[src/hdl/bsp_pkg.sv]
// Shared types and constants for the bit stream packer.
// Holds the command codes and the work descriptor that the front end hands
// to the back end. Depends on nothing.
package bsp_pkg;

    // Default sizes of the packer.
    localparam int WORD_BITS_DEF = 64;
    localparam int ADDR_BITS_DEF = 24;

    // Fixed field widths of the item and result beats.
    localparam int DATA_BITS     = 64;
    localparam int CNT_BITS      = 13;
    localparam int ADDR_OUT_BITS = 24;
    localparam int OFFSET_BITS   = 30;
    localparam int PAD_BITS      = 6;
    localparam int FILL_BITS     = 6;
    localparam int WCNT_BITS     = 7;

    // A pad never emits more than this many words.
    localparam int MAX_WORDS     = 64;

    // Entries in the queue between front and back end.
    localparam int QUEUE_DEPTH   = 2;

    typedef enum logic [2:0] {
        CMD_WRITE_BITS = 3'd0,
        CMD_WRITE_BIT  = 3'd1,
        CMD_PAD        = 3'd2,
        CMD_FLUSH      = 3'd3,
        CMD_REWIND     = 3'd4
    } t_cmd;

    // One command's worth of output work for the back end.
    typedef struct packed {
        logic                   rewind;
        logic [WCNT_BITS-1:0]   word_count;
        logic [DATA_BITS-1:0]   first_data;
        logic [DATA_BITS-1:0]   remaining;
        logic [PAD_BITS-1:0]    padded;
        logic [FILL_BITS-1:0]   fill_count;
    } t_desc;

endpackage

[src/hdl/bit_stream_packer_core.sv]
// Bit stream packer, top level: front end, descriptor queue, back end.
// Depends on bsp_pkg, bsp_front, bsp_queue and bsp_back.
//
// Usage:
//   Commands enter through a queue-like port: a beat is taken at a clock
//   edge with push high and full low. Results leave through a queue-like
//   port: the oldest result sits on the o_ ports while empty is low and is
//   taken at an edge with pop high and empty low.
//   Every command gives one result, or one result per completed word; the
//   final result of a command has o_last set.
// Flow:
//   The front end takes one command at a time: in S_IDLE it latches the
//   beat and starts the pad division, in S_PUSH it plans the words and
//   hands a descriptor to the queue, waiting there while the queue is full.
//   A result passes from the latched beat through a queue entry to the back
//   end's output register. The back end gives one result per cycle while
//   pop is high, so a pad that completes N words gives N result beats.
// Reset and stalls:
//   Reset empties the queue and clears the partial word, its fill count and
//   the word index. While pop is low the back end holds its result, the
//   queue fills up to two descriptors and the front end then keeps full high.
module bit_stream_packer_core #(
    parameter int WORD_BITS = bsp_pkg::WORD_BITS_DEF,
    parameter int ADDR_BITS = bsp_pkg::ADDR_BITS_DEF
) (
    input  logic                                i_clk,
    input  logic                                i_rst_n,
    input  logic                                push,
    output logic                                full,
    input  logic [2:0]                          i_command,
    input  logic [bsp_pkg::DATA_BITS-1:0]       i_data_value,
    input  logic [bsp_pkg::CNT_BITS-1:0]        i_bit_count,
    output logic                                empty,
    input  logic                                pop,
    output logic                                o_word_valid,
    output logic [bsp_pkg::ADDR_OUT_BITS-1:0]   o_word_address,
    output logic [bsp_pkg::DATA_BITS-1:0]       o_word_data,
    output logic [bsp_pkg::DATA_BITS-1:0]       o_remaining_value,
    output logic [bsp_pkg::PAD_BITS-1:0]        o_padded_bits,
    output logic [bsp_pkg::OFFSET_BITS-1:0]     o_bit_offset,
    output logic                                o_last
);
    import bsp_pkg::*;

    t_desc  front_desc;
    logic   front_push;
    logic   queue_full;
    t_desc  queue_desc;
    logic   queue_empty;
    logic   queue_pop;

    // Command intake and planning.
    bsp_front #(
        .WORD_BITS (WORD_BITS)
    ) u_front (
        .i_clk        (i_clk),
        .i_rst_n      (i_rst_n),
        .i_push       (push),
        .o_full       (full),
        .i_command    (i_command),
        .i_data_value (i_data_value),
        .i_bit_count  (i_bit_count),
        .o_desc       (front_desc),
        .o_desc_push  (front_push),
        .i_desc_full  (queue_full)
    );

    // Decoupling queue.
    bsp_queue u_queue (
        .i_clk   (i_clk),
        .i_rst_n (i_rst_n),
        .i_push  (front_push),
        .i_desc  (front_desc),
        .o_full  (queue_full),
        .i_pop   (queue_pop),
        .o_desc  (queue_desc),
        .o_empty (queue_empty)
    );

    // Result generation.
    bsp_back #(
        .WORD_BITS (WORD_BITS),
        .ADDR_BITS (ADDR_BITS)
    ) u_back (
        .i_clk             (i_clk),
        .i_rst_n           (i_rst_n),
        .i_desc            (queue_desc),
        .i_desc_empty      (queue_empty),
        .o_desc_pop        (queue_pop),
        .i_pop             (pop),
        .o_empty           (empty),
        .o_word_valid      (o_word_valid),
        .o_word_address    (o_word_address),
        .o_word_data       (o_word_data),
        .o_remaining_value (o_remaining_value),
        .o_padded_bits     (o_padded_bits),
        .o_bit_offset      (o_bit_offset),
        .o_last            (o_last)
    );

`ifndef ASSERT_OFF
    // Only word beats can be followed by more beats of the same command.
    a_nonlast_has_word: assert property (@(posedge i_clk) disable iff (!i_rst_n)
        (!empty && !o_last) |-> o_word_valid)
        else $error("non-final result without a word");

    // A result without a word carries a cleared address and data.
    a_empty_result_clear: assert property (@(posedge i_clk) disable iff (!i_rst_n)
        (!empty && !o_word_valid) |-> (o_word_address == '0 && o_word_data == '0))
        else $error("result without a word has address or data set");

    // The next beat of a command follows at once and is another word.
    a_burst_continues: assert property (@(posedge i_clk) disable iff (!i_rst_n)
        (!empty && pop && !o_last) |=> (!empty && o_word_valid))
        else $error("word burst broken");

    // All beats of one command report the same bit offset.
    a_burst_offset: assert property (@(posedge i_clk) disable iff (!i_rst_n)
        (!empty && pop && !o_last) |=> (o_bit_offset == $past(o_bit_offset)))
        else $error("bit offset changed inside a command");
`endif

endmodule

[src/hdl/bsp_front.sv]
// Front end of the bit stream packer: accepts commands, holds the partial
// word and its fill count, and turns each command into a work descriptor.
// Depends on bsp_pkg.
module bsp_front #(
    parameter int WORD_BITS = bsp_pkg::WORD_BITS_DEF
) (
    input  logic                            i_clk,
    input  logic                            i_rst_n,
    input  logic                            i_push,
    output logic                            o_full,
    input  logic [2:0]                      i_command,
    input  logic [bsp_pkg::DATA_BITS-1:0]   i_data_value,
    input  logic [bsp_pkg::CNT_BITS-1:0]    i_bit_count,
    output bsp_pkg::t_desc                  o_desc,
    output logic                            o_desc_push,
    input  logic                            i_desc_full
);
    import bsp_pkg::*;

    // Division of the pad total by the word size uses a scaled reciprocal.
    localparam int DIV_SHIFT  = 20;
    localparam int RECIP      = (2**DIV_SHIFT + WORD_BITS - 1) / WORD_BITS;
    localparam int RECIP_BITS = DIV_SHIFT - 2;
    localparam int TOTAL_CAP  = (MAX_WORDS + 1) * WORD_BITS - 1;
    localparam int TOTAL_BITS = CNT_BITS;
    localparam int PROD_BITS  = TOTAL_BITS + RECIP_BITS;
    localparam logic [DATA_BITS-1:0] WORD_MASK = {DATA_BITS{1'b1}} >> (DATA_BITS - WORD_BITS);
    localparam logic [WCNT_BITS-1:0] WORD_BITS_W = WCNT_BITS'(WORD_BITS);

    typedef enum logic {
        S_IDLE,
        S_PUSH
    } t_state;

    t_state                 r_state;
    logic [2:0]             r_cmd;
    logic [DATA_BITS-1:0]   r_val;
    logic [WCNT_BITS-1:0]   r_n;
    logic [TOTAL_BITS-1:0]  r_total;
    logic [PROD_BITS-1:0]   r_prod;
    logic [DATA_BITS-1:0]   r_buf;
    logic [FILL_BITS-1:0]   r_fill;

    logic [DATA_BITS-1:0]   n_buf;
    logic [FILL_BITS-1:0]   n_fill;

    // Accept side: saturate the write count and start the pad division.
    logic [TOTAL_BITS:0]    pad_sum;
    logic [TOTAL_BITS-1:0]  pad_total;
    logic [PROD_BITS-1:0]   pad_prod;
    logic [WCNT_BITS-1:0]   write_n;

    always_comb begin
        pad_sum   = (TOTAL_BITS+1)'(r_fill) + (TOTAL_BITS+1)'(i_bit_count);
        pad_total = (pad_sum > (TOTAL_BITS+1)'(TOTAL_CAP)) ? TOTAL_BITS'(TOTAL_CAP)
                                                           : pad_sum[TOTAL_BITS-1:0];
        pad_prod  = PROD_BITS'(pad_total) * PROD_BITS'(RECIP);
        write_n   = (i_bit_count > CNT_BITS'(WORD_BITS)) ? WORD_BITS_W
                                                         : i_bit_count[WCNT_BITS-1:0];
    end

    // Work side: merge the new bits and plan the words to emit.
    logic [DATA_BITS-1:0]   value_mask;
    logic [DATA_BITS-1:0]   wr_v;
    logic [DATA_BITS-1:0]   wr_merge;
    logic [DATA_BITS-1:0]   bit_merge;
    logic [WCNT_BITS-1:0]   wr_sum;
    logic [WCNT_BITS-1:0]   wr_used;
    logic [WCNT_BITS-1:0]   bit_sum;
    logic [WCNT_BITS-1:0]   pad_q0;
    logic [TOTAL_BITS-1:0]  pad_r0;
    logic [WCNT_BITS-1:0]   pad_q;
    logic [TOTAL_BITS-1:0]  pad_r;

    always_comb begin
        value_mask = (DATA_BITS'(1) << r_n) - DATA_BITS'(1);
        wr_v       = r_val & value_mask;
        wr_merge   = (r_buf | (wr_v << r_fill)) & WORD_MASK;
        wr_sum     = WCNT_BITS'(r_fill) + r_n;
        wr_used    = WORD_BITS_W - WCNT_BITS'(r_fill);
        bit_merge  = (r_buf | (DATA_BITS'(r_val[0]) << r_fill)) & WORD_MASK;
        bit_sum    = WCNT_BITS'(r_fill) + WCNT_BITS'(1);

        // Quotient from the reciprocal, with one correction step.
        pad_q0 = r_prod[DIV_SHIFT +: WCNT_BITS];
        pad_r0 = r_total - TOTAL_BITS'(pad_q0) * TOTAL_BITS'(WORD_BITS);
        if (pad_r0 >= TOTAL_BITS'(WORD_BITS)) begin
            pad_q = pad_q0 + WCNT_BITS'(1);
            pad_r = pad_r0 - TOTAL_BITS'(WORD_BITS);
        end else begin
            pad_q = pad_q0;
            pad_r = pad_r0;
        end

        n_buf             = r_buf;
        n_fill            = r_fill;
        o_desc.rewind     = 1'b0;
        o_desc.word_count = '0;
        o_desc.first_data = r_buf;
        o_desc.remaining  = '0;
        o_desc.padded     = '0;

        unique case (t_cmd'(r_cmd))
            CMD_WRITE_BITS: begin
                o_desc.remaining = r_val >> r_n;
                if (wr_sum >= WORD_BITS_W) begin
                    o_desc.word_count = WCNT_BITS'(1);
                    o_desc.first_data = wr_merge;
                    n_buf             = (wr_v >> wr_used) & WORD_MASK;
                    n_fill            = FILL_BITS'(wr_sum - WORD_BITS_W);
                end else begin
                    n_buf  = wr_merge;
                    n_fill = FILL_BITS'(wr_sum);
                end
            end
            CMD_WRITE_BIT: begin
                o_desc.remaining = DATA_BITS'(r_val[0]);
                if (bit_sum >= WORD_BITS_W) begin
                    o_desc.word_count = WCNT_BITS'(1);
                    o_desc.first_data = bit_merge;
                    n_buf             = '0;
                    n_fill            = '0;
                end else begin
                    n_buf  = bit_merge;
                    n_fill = FILL_BITS'(bit_sum);
                end
            end
            CMD_PAD: begin
                o_desc.word_count = pad_q;
                n_fill            = FILL_BITS'(pad_r);
                if (pad_q != '0) begin
                    n_buf = '0;
                end
            end
            CMD_FLUSH: begin
                if (r_fill != '0) begin
                    o_desc.word_count = WCNT_BITS'(1);
                    o_desc.padded     = PAD_BITS'(WORD_BITS_W - WCNT_BITS'(r_fill));
                    n_buf             = '0;
                    n_fill            = '0;
                end
            end
            CMD_REWIND: begin
                o_desc.rewind = 1'b1;
                n_buf         = '0;
                n_fill        = '0;
            end
            default: begin
            end
        endcase

        o_desc.fill_count = n_fill;
    end

    assign o_full      = (r_state != S_IDLE);
    assign o_desc_push = (r_state == S_PUSH) && !i_desc_full;

    // Command sequencing and the packing state.
    always_ff @(posedge i_clk) begin
        if (!i_rst_n) begin
            r_state <= S_IDLE;
            r_buf   <= '0;
            r_fill  <= '0;
        end else begin
            unique case (r_state)
                S_IDLE: begin
                    if (i_push) begin
                        r_state <= S_PUSH;
                    end
                end
                S_PUSH: begin
                    if (!i_desc_full) begin
                        r_buf   <= n_buf;
                        r_fill  <= n_fill;
                        r_state <= S_IDLE;
                    end
                end
                default: begin
                    r_state <= S_IDLE;
                end
            endcase
        end
    end

    // Latched command beat.
    always_ff @(posedge i_clk) begin
        if (r_state == S_IDLE && i_push) begin
            r_cmd   <= i_command;
            r_val   <= i_data_value;
            r_n     <= write_n;
            r_total <= pad_total;
            r_prod  <= pad_prod;
        end
    end

endmodule

[src/hdl/bsp_queue.sv]
// Short descriptor queue between the front and back ends of the packer.
// Register based, first in first out. Depends on bsp_pkg.
module bsp_queue (
    input  logic            i_clk,
    input  logic            i_rst_n,
    input  logic            i_push,
    input  bsp_pkg::t_desc  i_desc,
    output logic            o_full,
    input  logic            i_pop,
    output bsp_pkg::t_desc  o_desc,
    output logic            o_empty
);
    import bsp_pkg::*;

    localparam int PTR_BITS = (QUEUE_DEPTH > 1) ? $clog2(QUEUE_DEPTH) : 1;
    localparam int CNT_W    = $clog2(QUEUE_DEPTH + 1);

    t_desc                  r_mem [QUEUE_DEPTH];
    logic [PTR_BITS-1:0]    r_wr;
    logic [PTR_BITS-1:0]    r_rd;
    logic [CNT_W-1:0]       r_count;

    logic                   do_push;
    logic                   do_pop;

    assign o_full  = (r_count == CNT_W'(QUEUE_DEPTH));
    assign o_empty = (r_count == '0);
    assign o_desc  = r_mem[r_rd];
    assign do_push = i_push && !o_full;
    assign do_pop  = i_pop && !o_empty;

    // Pointers and fill level.
    always_ff @(posedge i_clk) begin
        if (!i_rst_n) begin
            r_wr    <= '0;
            r_rd    <= '0;
            r_count <= '0;
        end else begin
            if (do_push) begin
                r_wr <= (r_wr == PTR_BITS'(QUEUE_DEPTH - 1)) ? '0 : r_wr + PTR_BITS'(1);
            end
            if (do_pop) begin
                r_rd <= (r_rd == PTR_BITS'(QUEUE_DEPTH - 1)) ? '0 : r_rd + PTR_BITS'(1);
            end
            if (do_push && !do_pop) begin
                r_count <= r_count + CNT_W'(1);
            end else if (do_pop && !do_push) begin
                r_count <= r_count - CNT_W'(1);
            end
        end
    end

    // Entry storage.
    always_ff @(posedge i_clk) begin
        if (do_push) begin
            r_mem[r_wr] <= i_desc;
        end
    end

endmodule

[src/hdl/bsp_back.sv]
// Back end of the bit stream packer: expands each descriptor into result
// beats, one per cycle while results are taken, and keeps the output word index.
// Depends on bsp_pkg.
module bsp_back #(
    parameter int WORD_BITS = bsp_pkg::WORD_BITS_DEF,
    parameter int ADDR_BITS = bsp_pkg::ADDR_BITS_DEF
) (
    input  logic                                i_clk,
    input  logic                                i_rst_n,
    input  bsp_pkg::t_desc                      i_desc,
    input  logic                                i_desc_empty,
    output logic                                o_desc_pop,
    input  logic                                i_pop,
    output logic                                o_empty,
    output logic                                o_word_valid,
    output logic [bsp_pkg::ADDR_OUT_BITS-1:0]   o_word_address,
    output logic [bsp_pkg::DATA_BITS-1:0]       o_word_data,
    output logic [bsp_pkg::DATA_BITS-1:0]       o_remaining_value,
    output logic [bsp_pkg::PAD_BITS-1:0]        o_padded_bits,
    output logic [bsp_pkg::OFFSET_BITS-1:0]     o_bit_offset,
    output logic                                o_last
);
    import bsp_pkg::*;

    logic                           r_valid;
    logic [WCNT_BITS-1:0]           r_left;
    logic [ADDR_BITS-1:0]           r_index;
    logic [ADDR_BITS-1:0]           r_addr;
    logic                           r_wv;
    logic [DATA_BITS-1:0]           r_data;
    logic [DATA_BITS-1:0]           r_rem;
    logic [PAD_BITS-1:0]            r_pad;
    logic [OFFSET_BITS-1:0]         r_off;
    logic                           r_last;

    logic                           advance;
    logic                           more;
    logic                           load;
    logic                           has_word;
    logic [ADDR_BITS-1:0]           base;
    logic [ADDR_BITS-1:0]           fin;
    logic [OFFSET_BITS-1:0]         off;
    logic [ADDR_BITS+ADDR_OUT_BITS-1:0] addr_ext;

    // Output register moves when empty or when the current beat is taken.
    always_comb begin
        advance  = !r_valid || i_pop;
        more     = r_valid && (r_left != '0);
        load     = advance && !more && !i_desc_empty;
        has_word = (i_desc.word_count != '0);
        base     = i_desc.rewind ? '0 : r_index;
        fin      = base + ADDR_BITS'(i_desc.word_count);
        off      = OFFSET_BITS'(OFFSET_BITS'(fin) * OFFSET_BITS'(WORD_BITS))
                   + OFFSET_BITS'(i_desc.fill_count);
        addr_ext = (ADDR_BITS+ADDR_OUT_BITS)'(r_addr);
    end

    assign o_desc_pop        = load;
    assign o_empty           = !r_valid;
    assign o_word_valid      = r_wv;
    assign o_word_address    = addr_ext[ADDR_OUT_BITS-1:0];
    assign o_word_data       = r_data;
    assign o_remaining_value = r_rem;
    assign o_padded_bits     = r_pad;
    assign o_bit_offset      = r_off;
    assign o_last            = r_last;

    // Beat sequencing and the word index.
    always_ff @(posedge i_clk) begin
        if (!i_rst_n) begin
            r_valid <= 1'b0;
            r_left  <= '0;
            r_index <= '0;
        end else if (advance) begin
            if (more) begin
                r_left <= r_left - WCNT_BITS'(1);
            end else if (!i_desc_empty) begin
                r_valid <= 1'b1;
                r_left  <= has_word ? i_desc.word_count - WCNT_BITS'(1) : '0;
                r_index <= fin;
            end else begin
                r_valid <= 1'b0;
            end
        end
    end

    // Result beat payload.
    always_ff @(posedge i_clk) begin
        if (advance) begin
            if (more) begin
                r_addr <= r_addr + ADDR_BITS'(1);
                r_data <= '0;
                r_last <= (r_left == WCNT_BITS'(1));
            end else if (!i_desc_empty) begin
                r_wv   <= has_word;
                r_addr <= has_word ? base : '0;
                r_data <= has_word ? i_desc.first_data : '0;
                r_rem  <= i_desc.remaining;
                r_pad  <= i_desc.padded;
                r_off  <= off;
                r_last <= (i_desc.word_count <= WCNT_BITS'(1));
            end
        end
    end

endmodule

[config.mk]
export PLATFORM = sky130hd
export DESIGN_NAME = bit_stream_packer_core
export DESIGN_NICKNAME = d
export VERILOG_FILES = /design/src/hdl/bsp_pkg.sv /design/src/hdl/bit_stream_packer_core.sv /design/src/hdl/bsp_front.sv /design/src/hdl/bsp_queue.sv /design/src/hdl/bsp_back.sv
export SDC_FILE = /design/constraint.sdc
export NUM_CORES = 2
export LEC_CHECK = 0
export BUFFER_PORTS_ARGS = -buffer_cell sky130_fd_sc_hd__clkbuf_2
export CORE_MARGIN = 2
export CORE_UTILIZATION = 30
export DETAILED_ROUTE_END_ITERATION = 10
export PLACE_DENSITY_LB_ADDON = 0.08
export SLEW_MARGIN = 20
export SYNTH_ARGS = -nofsm -noshare
export SYNTH_HDL_FRONTEND = slang
export SYNTH_HIERARCHICAL = 1
export SYNTH_SLANG_ARGS = --single-unit
[constraint.sdc]
create_clock -name i_clk -period 8.8 [get_ports i_clk]
set_input_delay 1.76 -clock i_clk [delete_from_list [all_inputs] [get_ports i_clk]]
set_output_delay 1.76 -clock i_clk [all_outputs]
set_load 0.03 [all_outputs]
=== Word level (Yosys, flattened, before mapping) ===
Memories as Yosys holds them, arrays and structs flattened. A register that Yosys moved wholly into a read port is not among the register bits.
Index checks and enable logic that the tools add are counted.

* Add/sub/neg operators: 18
* $lt $le $gt $ge: 6
* Equal/unequal tests: 9
* Shift-type cells: 5
* Multiplexer cells: 42
* Bitwise gates (word level): 7
* Reductions and logical operators: 29

{| class="wikitable"
|+ Operators by type and width
! cell !! count
|-
| 64-bit 2-to-1 mux || 6
|-
| 64-bit one-hot mux with 5 select lines || 1
|-
| 128-bit one-hot mux with 2 select lines || 1
|-
| 65-bit 2-to-1 mux || 2
|-
| 64-bit OR || 2
|-
| 64-bit by 7-bit right shift with 64-bit output || 2
|-
| 24-bit 2-to-1 mux || 4
|-
| 64-bit AND || 1
|-
| 1-bit by 6-bit left shift with 64-bit output || 1
|-
| 1-bit by 7-bit left shift with 64-bit output, first input constant || 1
|-
| 64-bit by 6-bit left shift with 64-bit output || 1
|-
| 64-bit by 2-bit subtractor with 64-bit output, second input constant || 1
|-
| 6-bit 2-to-1 mux || 6
|-
| 30-bit by 6-bit adder with 30-bit output || 1
|-
| 6-bit one-hot mux with 5 select lines || 1
|-
| 7-bit 2-to-1 mux || 4
|-
| 7-bit one-hot mux with 4 select lines || 1
|-
| 24-bit by 1-bit adder with 24-bit output, second input constant || 1
|-
| 24-bit by 7-bit adder with 24-bit output || 1
|-
| 7-bit nonzero test || 3
|-
| 6-bit by 13-bit adder with 14-bit output || 1
|-
| 7-bit >= comparator, second input constant || 2
|-
| 14-bit by 13-bit greater-than comparator with 1-bit output, second input constant || 1
|-
| 7-bit by 1-bit subtractor with 7-bit output, second input constant || 2
|-
| other kinds (34) || 69
|}

* Register bits after elaboration: 384
* RAM bits: 296
* Input bits: 84
* Output and inout bits: 192
* Memories: 1

{| class="wikitable"
|+ Memory list
! memory !! depth !! bits a word !! rd ports !! clocked after memory_dff !! wr ports !! line !! RTL
|-
| u_queue.r_mem || 2 || 148 || 1 || 1 || 1 || bsp_queue.sv:18 || <nowiki>t_desc r_mem [QUEUE_DEPTH];</nowiki>
|}

=== Logic depth before layout (Yosys ltp) ===
* Depth after elaboration: 9
* Gate-level depth with buffers: 20
* Mapped depth without buffers: 14

=== Modules after synthesis ===
The synthesis kept the hierarchy.

{| class="wikitable"
|+ By module, submodules not included
! module !! instances !! cells an instance !! area each (µm²) !! sequential area each (µm²)
|-
| bsp_front || 1 || 3362 || 24250.8 || 4033.9
|-
| bsp_queue || 1 || 485 || 10949.3 || 8988.6
|-
| bsp_back || 1 || 680 || 9306.4 || 6346.1
|}

=== Worst setup path after synthesis ===
No wires, ideal clock.

* Kind: reg2reg
* Start point: register u_queue.r_count[0]
* End point: memory u_queue/r_mem[0][0] (netlist name), enable pin
* Setup time: 0.630 ns
* Arrival time: 6.875 ns
* Data required time: 8.170 ns
* Setup slack: 1.295 ns
* Stages on the path, launching flop included: 8
* Path buffers: 1
* Cells stage by stage: dfxtp_1 > nand2b_1 > inv_1 > nand2b_1 > clkbuf_1 > inv_1 > inv_1 > nor3_2

* Word-level cells in the longest chain between the ends: 6

{| class="wikitable"
|+ Ends and longest elaborated chain
! item !! line !! RTL
|-
| start: declaration || bsp_queue.sv:21 || <nowiki>logic [CNT_W-1:0] r_count;</nowiki>
|-
| start signal: assignment || bsp_queue.sv:46 || <nowiki>r_count <= r_count + CNT_W'(1);</nowiki>
|-
| start signal: assignment || bsp_queue.sv:48 || <nowiki>r_count <= r_count - CNT_W'(1);</nowiki>
|-
| 2-bit == test || bsp_queue.sv:26 || <nowiki>assign o_full = (r_count == CNT_W'(QUEUE_DEPTH));</nowiki>
|-
| via queue_full || bit_stream_packer_core.sv:47 || <nowiki>logic queue_full;</nowiki>
|-
| 1-bit logical NOT || bsp_front.sv:156 || <nowiki>assign o_desc_push = (r_state == S_PUSH) && !i_desc_full;</nowiki>
|-
| 1-bit logical AND || bsp_front.sv:156 ||
|-
| via front_push || bit_stream_packer_core.sv:46 || <nowiki>logic front_push;</nowiki>
|-
| 1-bit logical AND || bsp_queue.sv:29 || <nowiki>assign do_push = i_push && !o_full;</nowiki>
|-
| 1-bit 2-to-1 mux || bsp_queue.sv:55 || <nowiki>if (do_push) begin</nowiki>
|-
| 1-bit 2-to-1 mux (implied by the code) || bsp_queue.sv:56 || <nowiki>r_mem[r_wr] <= i_desc;</nowiki>
|-
| end: declaration || bsp_queue.sv:18 ||
|}

The timed path passes the listed nets, and every way through them passes these cells.

==> flow_metrics.tcl <==
set metrics [dict create \
    worstHoldPathCells 2 \
    p_total_mw 16.6 \
    grt_max_degree 150 \
    grt-ovfl-total 0 \
    arrival_ns 6.92 \
    die_h_um 389 \
    synthesis.area_sq_mm 0.0445 \
    area_growth_pct 14.1 \
    dp_hpwl_um 164000 \
    hp-class "flip-flop to flip-flop" \
    pwr-share-seq_pct 30.2 \
    rr_worst_depth 16 \
    clkPwrFrac_pct 21.3 \
    hold_viol 0 \
    netlist_instances 4527 \
    synth_top_family_by_area "compound AO/OA/AOI/OAI gates" \
    drtIter0Drc 5029 \
    synthAdderAreaFrac_pct 0.922 \
    p_sw_mw 7.76 \
    yosysTopAreaCellShare_pct 38.7 \
    synth_xor_area_share_pct 1.55 \
    yosys.area.top_type "edfxtp_1" \
    routedWlPerCell_um 33.1 \
    insertion_delay_ns 0.70 \
    gp_congestion 0.987 \
    async_reset_ff_share_pct 0 \
    seq_area_sq_mm 0.0194 \
    crit_path_cell_trace "buf_4, or3_1, nor2_1, inv_1, ha_1, buf_4, inv_1, a221oi_1, and4_1, a311o_1, o21ai_0, a221o_1, a31oi_1, nor2_1, nor4_1, a221o_1" \
    clock_sinks 681 \
    holdWs_ns 0.482 \
    dieArea_sq_mm 0.151 \
    drc_errors 0 \
    cts_resized 0 \
    io_pins 276 \
    path_buf_inv 4 \
    synth_compound_area_share_pct 22.7 \
    synth-edff-count 573 \
    clkTransAtPathRegs_ns 0.06 \
    fin_skew_ns 0.0452 \
    core_area_sq_mm 0.147 \
    min_to "u_back/r_index[1]" \
    postCtsHoldBufs 0 \
    rows 141 \
    fin_tns_setup_ns 0 \
    cts_setup_buffers 0 \
    synth_seq_area_share_pct 43.5 \
    swShare_pct 46.7 \
    ant_nets 0 \
    first_pass_iters 9 \
    synth.distinct_cells 129 \
    multi_input_area_sq_mm 0.0236 \
    vdd_ir_drop_max_uv 204 \
    r2r-end "u_queue/r_mem[0][139]" \
    crit_path_top_delay_cell "nor4_1" \
    ys_ff_latch 681 \
    synth_warnings 6 \
    r2r-start "u_front/r_n[2]" \
    crit_path_start "u_front/r_n[2]" \
    cap_violations 0 \
    worst_slew_pin_slew_ns 1.29 \
    fillers 15000 \
    p_int_mw 8.85 \
    finalMaxSlewViolations 0 \
    min_period_ns 6.38 \
    synthSimpleGateAreaFrac_pct 16.0 \
    crit_required_ns 9.34 \
    utilization_pct 34.4 \
    grtUsageTotal_pct 28.2 \
    vias_per_cell 6.15 \
    synth-main-ff-cell "edfxtp_1" \
    clock.fmax_ghz 0.157 \
    hp-start "u_back/r_index[1]" \
    drive_above_1_share_pct 19.7 \
    numPortBuffers 275 \
    grt_pass1_vias 38600 \
    setup_viol 0 \
    antennaDiodeCount 0 \
    cts_buffers 81 \
    root_buffer "clkbuf_16" \
    p_comb_share_pct 48.5 \
    startpoint_type "flip-flop" \
    path_delay_family "compound AO/OA/AOI/OAI gates" \
    synth_area_leaders "edfxtp_1, dfxtp_1, mux2_2" \
    routed_wirelength_um 220000 \
    crit_path_max_incr_delay_ns 0.66 \
    r2r_slack_ns 2.42 \
    cts_buffer_depth 3 \
    cts_tree "yes" \
    grt_first_pass_wirelength_um 307000 \
    critical_path.max_fanout 45 \
    die_w_um 389 \
    path_class "flip-flop to flip-flop" \
    htreeDepth 3 \
    synthMuxAreaShare_pct 11.4 \
    finalCritPeriodShare_pct 72.5 \
    leakagePower_nw 18.0 \
    endpoint_kind "flip-flop" \
    start_util_pct 30.2 \
    outcome "complete, no violations" \
    num_vias 40900 \
    avgSynthCellArea_sq_um 9.83 \
    antenna_found_initial 7 \
    rsz0062_at_grt "false" \
    pwr_density_cell_mw_per_mm2 327 \
    relSlewSlack_pct 14.2 \
    synth_fp_nets 4642 \
    nets 4769 \
]
-- Yosys cell counts (22+ instances only) --
| cell type | number |
|---|---|
| edfxtp_1 | 573 |
| nand2_1 | 441 |
| nor2_1 | 424 |
| a21oi_1 | 302 |
| o21ai_0 | 287 |
| clkbuf_1 | 228 |
| mux2_2 | 182 |
| mux2i_1 | 143 |
| nand3_1 | 118 |
| dfxtp_1 | 108 |
| and2_1 | 106 |
| nor3_1 | 83 |
| o211ai_1 | 77 |
| a31oi_1 | 70 |
| mux4_2 | 68 |
| buf_1 | 57 |
| o22ai_1 | 57 |
| a211oi_1 | 52 |
| o221ai_1 | 52 |
| xnor2_1 | 52 |
| o21a_1 | 51 |
| inv_1 | 49 |
| nor2b_1 | 47 |
| a21o_1 | 43 |
| buf_2 | 43 |
| nand4_1 | 36 |
| a221oi_1 | 33 |
| and3_1 | 33 |
| or3_1 | 31 |
| nand2b_1 | 30 |
| o21bai_1 | 30 |
| a22o_1 | 29 |
| ha_1 | 28 |
| xor2_1 | 27 |
| a22oi_1 | 25 |
| o31ai_1 | 22 |
-- metal layers --
layer	vias up	track usage [%]	wire length [um]	share of wire [%]
li1	17800	-	-	-
met1	20500	39.3	95600	43
met2	2181	43.1	96500	44
met3	412	5.85	19100	8.7
met4	4	9.96	8680	3.9
met5	-	0	21	0.0095
-- final cells by class --
type / instances / share of cell area, %
Multi-Input combinational cell: 3436 / 46.5
Timing Repair Buffer: 398 / 4.62
Clock buffer: 96 / 4.16
Clock inverter: 56 / 1.38
Sequential cell: 681 / 38.2
Tap cell: 1930 / 4.76
Inverter: 56 / 0.424
-- sequential cells by signal (all words and copies together), names as in the netlist, 24 cells and up, named ones only --
signal                    cells
u_back/o_bit_offset          30
u_front/r_buf                64
u_back/o_remaining_value     64
u_front/r_val                64
u_back/o_word_address        24
u_back/o_word_data           64
u_back/r_index               24
u_queue/r_mem               296
-- through the flow --
| step | area [sq um] | cells | setup WS, ns |
|---|---|---|---|
| after floorplan | 44500 | 4527 | 1.29 |
| after global placement | 47900 | 6500 | 2.65 |
| after detailed placement | 47900 | 6500 | 2.64 |
| after CTS | 50800 | 6652 | 2.65 |
| after global routing | 50800 | 6653 | 2.28 |
| final | 50800 | 6653 | 2.42 |
-- power by group through the flow --
stage	Combinational (mW)	Sequential [mW]	Clock, mW
2_1_floorplan	3.86	5.91	0
3_3_place_gp	7.92	5.09	0
3_5_place_dp	7.86	5.10	0
4_1_cts	7.89	5.04	3.66
5_1_grt	8.36	5.10	3.76
6_report	8.06	5.02	3.53
-- kinds of logic (layout without fill, tap and decap cells) --
logic type / Yosys count / in the layout
fa+ha+maj: 31 / 31
mux: 397 / 397
flops: 681 / 681
compound gates: 1454 / 1454
buf+inv: 410 / 606
simple gates: 1475 / 1475
xor+xnor: 79 / 79
-- placed cells by master (no fill, tap or decap), types with 57 or more instances in the layout --
cell type	count
mux2i_1	143
and2_1	106
o211ai_1	77
dfxtp_1	102
edfxtp_1	573
o22ai_1	57
nor2_1	417
clkbuf_2	275
mux2_2	182
nand2_1	441
o21ai_0	286
mux4_2	68
nor3_1	80
a21oi_1	302
clkbuf_16	81
nand3_1	118
a31oi_1	69
buf_4	118
-- worst max-delay path by stage --
stage                                        to  slack (ns)  cells after the start
after detailed placement  u_queue/r_mem[0][139]        2.64                     16
final                     u_queue/r_mem[0][139]        2.42                     16
after floorplan             u_queue/r_mem[0][0]        1.29                      7
after CTS                 u_queue/r_mem[0][139]        2.65                     16
after global routing      u_queue/r_mem[0][139]        2.28                     16
after global placement    u_queue/r_mem[0][139]        2.65                     16
-- worst reg2reg max path, cell delays in order, from the launching register on --
cell,delay [ns]
edfxtp_1,0.32
buf_4,0.43
or3_1,0.48
nor2_1,0.20
inv_1,0.29
ha_1,0.21
buf_4,0.35
inv_1,0.42
a221oi_1,0.65
and4_1,0.29
a311o_1,0.31
o21ai_0,0.31
a221o_1,0.44
a31oi_1,0.49
nor2_1,0.09
nor4_1,0.66
a221o_1,0.31
Power figures use the tool's default switching activity.
